[src/rtl/wjs_pkg.sv]
// Package for the weighted job scheduling core.
// Shared types and constants; no dependencies.
package wjs_pkg;

    localparam int DUR_W    = 8;
    localparam int PROFIT_W = 16;
    localparam int TOTAL_W  = 20;

    localparam logic [TOTAL_W-1:0] TOTAL_MAX = 20'hFFFFF;

    typedef struct packed {
        logic [PROFIT_W-1:0] profit;
        logic [DUR_W-1:0]    duration;
    } job_t;

    typedef enum logic [1:0] {
        ST_LOAD,
        ST_RD_JOB,
        ST_RD_BEST,
        ST_CALC
    } wjs_state_t;

endpackage

[src/rtl/wjs_job_mem.sv]
// Job store: duration and profit per day, one write and one read port.
// Depends on wjs_pkg for job_t.
module wjs_job_mem #(
    parameter int DEPTH = 16,
    parameter int AW    = 4
) (
    input  logic             clk,
    input  logic             wr_en,
    input  logic [AW-1:0]    wr_addr,
    input  wjs_pkg::job_t    wr_data,
    input  logic             rd_en,
    input  logic [AW-1:0]    rd_addr,
    output wjs_pkg::job_t    rd_data
);

    wjs_pkg::job_t mem [DEPTH];
    wjs_pkg::job_t rd_data_reg;

    always_ff @(posedge clk)
    begin
        if (wr_en)
        begin
            mem[wr_addr] <= wr_data;
        end
        if (rd_en)
        begin
            rd_data_reg <= mem[rd_addr];
        end
    end

    assign rd_data = rd_data_reg;

endmodule

[src/rtl/wjs_best_mem.sv]
// Store of best totals from each day, one write and one read port.
// Depends on wjs_pkg for the total width.
module wjs_best_mem #(
    parameter int DEPTH = 16,
    parameter int AW    = 4
) (
    input  logic                         clk,
    input  logic                         wr_en,
    input  logic [AW-1:0]                wr_addr,
    input  logic [wjs_pkg::TOTAL_W-1:0]  wr_data,
    input  logic                         rd_en,
    input  logic [AW-1:0]                rd_addr,
    output logic [wjs_pkg::TOTAL_W-1:0]  rd_data
);

    logic [wjs_pkg::TOTAL_W-1:0] mem [DEPTH];
    logic [wjs_pkg::TOTAL_W-1:0] rd_data_reg;

    always_ff @(posedge clk)
    begin
        if (wr_en)
        begin
            mem[wr_addr] <= wr_data;
        end
        if (rd_en)
        begin
            rd_data_reg <= mem[rd_addr];
        end
    end

    assign rd_data = rd_data_reg;

endmodule

[src/rtl/weighted_job_schedule_max_profit_core.sv]
// Weighted job scheduling core: loads a schedule, runs the backward pass.
// Depends on wjs_pkg, wjs_job_mem and wjs_best_mem.
//
// Input channel s_*: one item per day, taken at one per cycle while loading.
// s_tlast marks the final day and closes the schedule. Items past MAX_DAYS
// are dropped and reported through the overflow flag of the result.
// Output channel m_*: one result per schedule, best total and overflow flag.
// After the closing item the pass walks the stored days from last to first,
// in the states ST_RD_JOB, ST_RD_BEST and ST_CALC per day (job read,
// best-total read, compare and write back); m_tvalid comes from a register
// set in the ST_CALC state of the first day.
// While the pass runs s_tready is low. A waiting result sits in an output
// register: loading of the next schedule goes on under a stall, only its
// closing item is held until the result has been taken.
// Reset clears the day count, the overflow flag, the FSM and the output
// valid; the memories need no clearing, only written entries are read.
module weighted_job_schedule_max_profit_core #(
    parameter int MAX_DAYS = 16
) (
    input  logic        clk,
    input  logic        rst_n,
    input  logic        s_tvalid,
    output logic        s_tready,
    input  logic [23:0] s_tdata,   // duration [7:0], profit [23:8]
    input  logic        s_tlast,   // is_last
    output logic        m_tvalid,
    input  logic        m_tready,
    output logic [23:0] m_tdata,   // best_total [19:0], zero [23:20]
    output logic        m_tuser    // overflowed
);

    localparam int CW = $clog2(MAX_DAYS + 1);
    localparam int AW = (MAX_DAYS > 1) ? $clog2(MAX_DAYS) : 1;
    localparam int TW = CW + wjs_pkg::DUR_W + 1;
    localparam int SW = wjs_pkg::TOTAL_W + 1;

    wjs_pkg::wjs_state_t state_reg, state_next;
    logic [CW-1:0] cnt_reg, cnt_next;
    logic          drop_reg, drop_next;
    logic [CW-1:0] n_reg, n_next;
    logic [CW-1:0] day_reg, day_next;
    logic          ovf_reg, ovf_next;
    logic          out_valid_reg, out_valid_next;

    logic [wjs_pkg::TOTAL_W-1:0] skip_reg, skip_next;
    logic [wjs_pkg::TOTAL_W-1:0] out_data_reg, out_data_next;
    logic                        feas_reg, feas_next;
    logic                        sent_reg, sent_next;

    logic          s_accept;
    logic          stored;
    logic [CW-1:0] day_m1;

    logic                        job_wr_en;
    wjs_pkg::job_t               job_wr_data;
    logic                        job_rd_en;
    wjs_pkg::job_t               job_rd_data;

    logic                        best_wr_en;
    logic [wjs_pkg::TOTAL_W-1:0] best_wr_data;
    logic                        best_rd_en;
    logic [wjs_pkg::TOTAL_W-1:0] best_rd_data;

    logic [wjs_pkg::DUR_W-1:0]   len;
    logic [TW-1:0]               tgt;
    logic [TW-1:0]               tgt_m1;
    logic [TW-1:0]               n_p1;
    logic [SW-1:0]               take;
    logic [wjs_pkg::TOTAL_W-1:0] take_sat;
    logic [wjs_pkg::TOTAL_W-1:0] best_val;

    assign s_tready = (state_reg == wjs_pkg::ST_LOAD) && !(out_valid_reg && s_tlast);
    assign s_accept = s_tvalid && s_tready;
    assign stored   = (cnt_reg < CW'(MAX_DAYS));
    assign day_m1   = day_reg - CW'(1);

    assign job_wr_en            = s_accept && stored;
    assign job_wr_data.duration = s_tdata[7:0];
    assign job_wr_data.profit   = s_tdata[23:8];
    assign job_rd_en            = (state_reg == wjs_pkg::ST_RD_JOB);

    assign len    = (job_rd_data.duration == '0) ? wjs_pkg::DUR_W'(1) : job_rd_data.duration;
    assign tgt    = TW'(day_reg) + TW'(len);
    assign tgt_m1 = tgt - TW'(1);
    assign n_p1   = TW'(n_reg) + TW'(1);

    assign best_rd_en = (state_reg == wjs_pkg::ST_RD_BEST) && (tgt < n_p1);

    assign take     = SW'(job_rd_data.profit) + (sent_reg ? '0 : SW'(best_rd_data));
    assign take_sat = take[SW-1] ? wjs_pkg::TOTAL_MAX : take[wjs_pkg::TOTAL_W-1:0];
    assign best_val = (feas_reg && (take_sat > skip_reg)) ? take_sat : skip_reg;

    assign best_wr_en   = (state_reg == wjs_pkg::ST_CALC);
    assign best_wr_data = best_val;

    wjs_job_mem #(
        .DEPTH (MAX_DAYS),
        .AW    (AW)
    ) u_job_mem (
        .clk     (clk),
        .wr_en   (job_wr_en),
        .wr_addr (cnt_reg[AW-1:0]),
        .wr_data (job_wr_data),
        .rd_en   (job_rd_en),
        .rd_addr (day_m1[AW-1:0]),
        .rd_data (job_rd_data)
    );

    wjs_best_mem #(
        .DEPTH (MAX_DAYS),
        .AW    (AW)
    ) u_best_mem (
        .clk     (clk),
        .wr_en   (best_wr_en),
        .wr_addr (day_m1[AW-1:0]),
        .wr_data (best_wr_data),
        .rd_en   (best_rd_en),
        .rd_addr (tgt_m1[AW-1:0]),
        .rd_data (best_rd_data)
    );

    always_comb
    begin
        state_next     = state_reg;
        cnt_next       = cnt_reg;
        drop_next      = drop_reg;
        n_next         = n_reg;
        day_next       = day_reg;
        ovf_next       = ovf_reg;
        out_valid_next = out_valid_reg;
        skip_next      = skip_reg;
        out_data_next  = out_data_reg;
        feas_next      = feas_reg;
        sent_next      = sent_reg;

        if (out_valid_reg && m_tready)
        begin
            out_valid_next = 1'b0;
        end

        case (state_reg)
            wjs_pkg::ST_LOAD:
            begin
                if (s_accept)
                begin
                    if (stored)
                    begin
                        cnt_next = cnt_reg + CW'(1);
                    end
                    else
                    begin
                        drop_next = 1'b1;
                    end
                    if (s_tlast)
                    begin
                        n_next     = stored ? (cnt_reg + CW'(1)) : cnt_reg;
                        day_next   = n_next;
                        ovf_next   = drop_reg || !stored;
                        cnt_next   = '0;
                        drop_next  = 1'b0;
                        skip_next  = '0;
                        state_next = wjs_pkg::ST_RD_JOB;
                    end
                end
            end
            wjs_pkg::ST_RD_JOB:
            begin
                state_next = wjs_pkg::ST_RD_BEST;
            end
            wjs_pkg::ST_RD_BEST:
            begin
                feas_next  = (tgt <= n_p1);
                sent_next  = (tgt == n_p1);
                state_next = wjs_pkg::ST_CALC;
            end
            wjs_pkg::ST_CALC:
            begin
                skip_next = best_val;
                if (day_reg == CW'(1))
                begin
                    out_valid_next = 1'b1;
                    out_data_next  = best_val;
                    state_next     = wjs_pkg::ST_LOAD;
                end
                else
                begin
                    day_next   = day_m1;
                    state_next = wjs_pkg::ST_RD_JOB;
                end
            end
            default:
            begin
                state_next = wjs_pkg::ST_LOAD;
            end
        endcase
    end

    always_ff @(posedge clk or negedge rst_n)
    begin
        if (!rst_n)
        begin
            state_reg     <= wjs_pkg::ST_LOAD;
            cnt_reg       <= '0;
            drop_reg      <= 1'b0;
            n_reg         <= '0;
            day_reg       <= '0;
            ovf_reg       <= 1'b0;
            out_valid_reg <= 1'b0;
        end
        else
        begin
            state_reg     <= state_next;
            cnt_reg       <= cnt_next;
            drop_reg      <= drop_next;
            n_reg         <= n_next;
            day_reg       <= day_next;
            ovf_reg       <= ovf_next;
            out_valid_reg <= out_valid_next;
        end
    end

    always_ff @(posedge clk)
    begin
        skip_reg     <= skip_next;
        out_data_reg <= out_data_next;
        feas_reg     <= feas_next;
        sent_reg     <= sent_next;
    end

    assign m_tvalid = out_valid_reg;
    assign m_tdata  = {{(24 - wjs_pkg::TOTAL_W){1'b0}}, out_data_reg};
    assign m_tuser  = ovf_reg;

`ifndef SYNTHESIS
    a_day_in_range: assert property (@(posedge clk) disable iff (!rst_n)
        (state_reg != wjs_pkg::ST_LOAD) |-> (day_reg >= CW'(1) && day_reg <= n_reg))
        else $error("pass day index outside stored days");

    a_count_bound: assert property (@(posedge clk) disable iff (!rst_n)
        cnt_reg <= CW'(MAX_DAYS))
        else $error("day count beyond capacity");

    a_best_read_stored: assert property (@(posedge clk) disable iff (!rst_n)
        best_rd_en |-> (tgt > TW'(day_reg + CW'(1)) || len == wjs_pkg::DUR_W'(1))
                       && tgt_m1 < TW'(n_reg))
        else $error("best-total read outside written days");

    a_result_slot_free: assert property (@(posedge clk) disable iff (!rst_n)
        (state_reg == wjs_pkg::ST_CALC && day_reg == CW'(1)) |-> !out_valid_reg)
        else $error("pass finished while previous result still pending");

    a_no_load_in_pass: assert property (@(posedge clk) disable iff (!rst_n)
        (state_reg == wjs_pkg::ST_RD_JOB) |=> !job_wr_en && !$past(job_wr_en))
        else $error("job store written during pass");
`endif

endmodule

[config.mk]
export PLATFORM = sky130hd
export DESIGN_NAME = weighted_job_schedule_max_profit_core
export DESIGN_NICKNAME = d
export VERILOG_FILES = /design/src/rtl/wjs_pkg.sv /design/src/rtl/wjs_job_mem.sv /design/src/rtl/wjs_best_mem.sv /design/src/rtl/weighted_job_schedule_max_profit_core.sv
export SDC_FILE = /design/constraint.sdc
export NUM_CORES = 1
export LEC_CHECK = 0
export ABC_AREA = 1
export BUFFER_PORTS_ARGS = -buffer_cell sky130_fd_sc_hd__clkbuf_2
export CAP_MARGIN = 20
export CORE_ASPECT_RATIO = 1.2
export CORE_MARGIN = 1
export CORE_UTILIZATION = 60
export DETAILED_ROUTE_END_ITERATION = 16
export PLACE_DENSITY_LB_ADDON = 0.15
export SLEW_MARGIN = 20
export SYNTH_ARGS = -nofsm -noshare
export SYNTH_HDL_FRONTEND = slang
export SYNTH_HIERARCHICAL = 1
export SYNTH_SLANG_ARGS = --single-unit
[constraint.sdc]
create_clock -name clk -period 4.5 [get_ports clk]
set_input_delay 0.45 -clock clk [delete_from_list [all_inputs] [get_ports clk]]
set_output_delay 0.45 -clock clk [all_outputs]
set_load 0.005 [all_outputs]
==> results.yml <==
timing:
  finalCritPeriodShare: 0.930
  period_needed_ns: 4.18
  hold_violations: 0
  slew_viol_final: 0
  max_slew_margin: 0.216
  finalSetupViolations: 0
  worst_slew_pin_slew_ns: 1.17
  fin_skew_ns: 0.0307
  finalSetupTns_ns: 0
  max_freq_mhz: 239
synthesis:
  synthMuxAreaShare: 0
  avgSynthCellArea_sq_um: 10.1
  yosys-top-cells-area: "edfxtp_1, nand2_1, nand3_1, inv_1, ha_1"
  synth_edf_count: 790
  synth_compound_area_frac: 0.0146
  synth_top_area_share: 0.643
  ys_types: 46
  ys_seq_area_frac: 0.656
  synth-simple-area-share: 0.210
  synth_ff_type: "edfxtp_1"
  synth-xor-area-share: 0.00569
  synth_warnings: 6
  synthesis.area_sq_um: 36900
  synth_fa_ha_area_frac: 0.0204
  ys_ff_latch: 810
  synthArstFlopShare: 0.0247
  synthCells: 3642
  yosysTopAreaCell: "edfxtp_1"
  synth_top_family_by_area: "simple AND/OR/NAND/NOR gates"
global_routing:
  antenna_found_initial: 3
  overflow: 0
  gr-usage-all-layers: 0.289
  grt_pass1_vias: 24300
  grt_start_max_net_pins: 161
  grt_pass1_wl_microns: 136000
cells_and_area:
  multiInputGateArea_sq_um: 9550
  largest_register_ffs: 384
  nFillCells: 4474
  drive_above_1_share: 0.0873
  syn2layout_area_growth_pct: 10.3
  final_net_count: 3768
  seqCellArea_sq_um: 24200
critical_path:
  crit_required_ns: 4.84
  critPathSlowestCell: "fa_1"
  crit_family: "simple AND/OR/NAND/NOR gates"
  cp.depth: 25
  arrival_ns: 4.52
  worstRegToRegCells: 25
  start_kind: "flip-flop"
  crit_top_cell: "nand2_1"
  crit_type: "flip-flop to flip-flop"
  cp_num_buf_inv: 5
  crit_fanout: 17
  endpoint_kind: "flip-flop"
  cpPeakStageDelay_ns: 0.46
floorplan:
  fp.dieH_microns: 274
  die_w_microns: 228
  start_util: 0.607
  rows: 99
  num_io_pins: 56
  dieArea_sq_um: 62500
  core_sq_um: 60800
status:
  status: "finished, final reports clean"
detailed_routing:
  drt_iter0_drc: 2184
  drtPass1Iterations: 6
  via_per_inst: 5.48
  wirelength_microns: 89100
  wl_per_cell_microns: 19.6
  vias: 24900
  drc_errors: 0
  antenna_left: 0
clock_tree:
  cts_made_buffers: 78
  clockBufferDepth: 3
  path_clk_slew_ns: 0.06
  htreeDepth: 3
  clkLatencyLatePin_ns: 0.63
  root_buffer: "clkbuf_16"
  cts_tree: "done"
  cts.sinks: 810
place:
  port_buffers: 51
  place.gp.congestion: 0.875
  place_hpwl_microns: 50800
flow_run:
  max-cap-violations: 0
min_path:
  min_path_cells: 3
  hold_path.class: "input port to flip-flop"
-- metal layers --
layer	GRT usage	wire length, microns
met4	0.131	3230
met5	0	27
met3	0.0363	5870
met1	0.346	33300
met2	0.522	46600
-- cell type report --
class	count	area share
Sequential cell	810	0.595
Clock inverter	43	0.0110
Multi-Input combinational cell	1999	0.234
Antenna cell	1	0.0000614
Timing Repair inverter	2	0.000369
Tap cell	808	0.0248
Clock buffer	92	0.0513
Inverter	676	0.0627
Timing Repair Buffer	113	0.0206
-- cell usage in the layout, fill, tap and decap left out, types with 5 or more instances in the layout --
cell / n
buf_4: 50
o22ai_1: 5
nand3b_1: 6
a21oi_2: 10
nand3_1: 563
clkbuf_2: 51
bufinv_16: 9
nor2_4: 19
ha_1: 54
nor2_1: 65
buf_12: 7
inv_1: 662
xor2_1: 16
clkinv_1: 22
nand4_1: 5
inv_2: 7
edfxtp_1: 790
nor3_1: 5
o21ai_0: 29
dfrtp_1: 20
nor2_2: 19
clkinv_2: 7
clkbuf_1: 10
a21oi_1: 31
nand2_2: 26
nand2_1: 1097
clkbuf_16: 82
-- final timing paths --
kind                                      from                          endpoint  slack, ns
min reg2reg                m_tuser$_DFFE_PN0P_               m_tuser$_DFFE_PN0P_       0.51
max in group asynchronous                rst_n              n_reg[0]$_DFFE_PN0P_       3.79
max reg2reg                 sent_reg$_DFFE_PP_  u_best_mem/mem[12][11]$_DFFE_PP_       0.32
max                         sent_reg$_DFFE_PP_  u_best_mem/mem[12][11]$_DFFE_PP_       0.32
min in group asynchronous                rst_n            cnt_reg[0]$_DFFE_PN0P_       0.33
min                                   s_tvalid            cnt_reg[4]$_DFFE_PN0P_       0.13
-- cell usage after synthesis (19+ instances only) --
cell type and count:
nand3_1 563, dfrtp_1 20, o21ai_0 31, ha_1 57
clkbuf_1 34, a21oi_1 31, edfxtp_1 790, nor2_1 101
buf_2 76, nand2_2 20, xor2_1 20, nand2_1 1105
inv_1 669, buf_4 19
-- repair_timing --
item / 4_1_cts / 5_1_grt
buffers inserted: 0 / 3
hold endpoints to repair: 21 / 0
resized for setup: 0 / 22
endpoints found under the setup margin: 0 / 341
hold buffers: 2 / 0
-- tightest hold or removal path: stages --
cell and delay, ns:
clkbuf_2 0.09, nand2_2 0.10, a211oi_1 0.08
-- stage by stage --
stage          worst slack, ns  cell area (sq um)   util  instances  hold slack [ns]
2_1_floorplan            0.810              36900      -       3645            0.154
3_3_place_gp             0.171              38000  0.625       4399            0.447
3_5_place_dp             0.111              38000  0.626       4400            0.453
4_1_cts                 0.0538              40600  0.668       4537           0.0941
5_1_grt               -0.00290              40700  0.670       4544            0.135
6_report                 0.317              40700  0.670       4544            0.128
-- logic make-up after synthesis --
kind of cell | after synthesis
simple gates | 1821
buf+inv | 836
flops | 810
compound gates | 91
fa+ha+maj | 59
xor+xnor | 24
other cells | 1
Power is left out: the tool's default activity adds up to more than one toggle a clock period on the data nets, which glitch-free logic cannot reach.
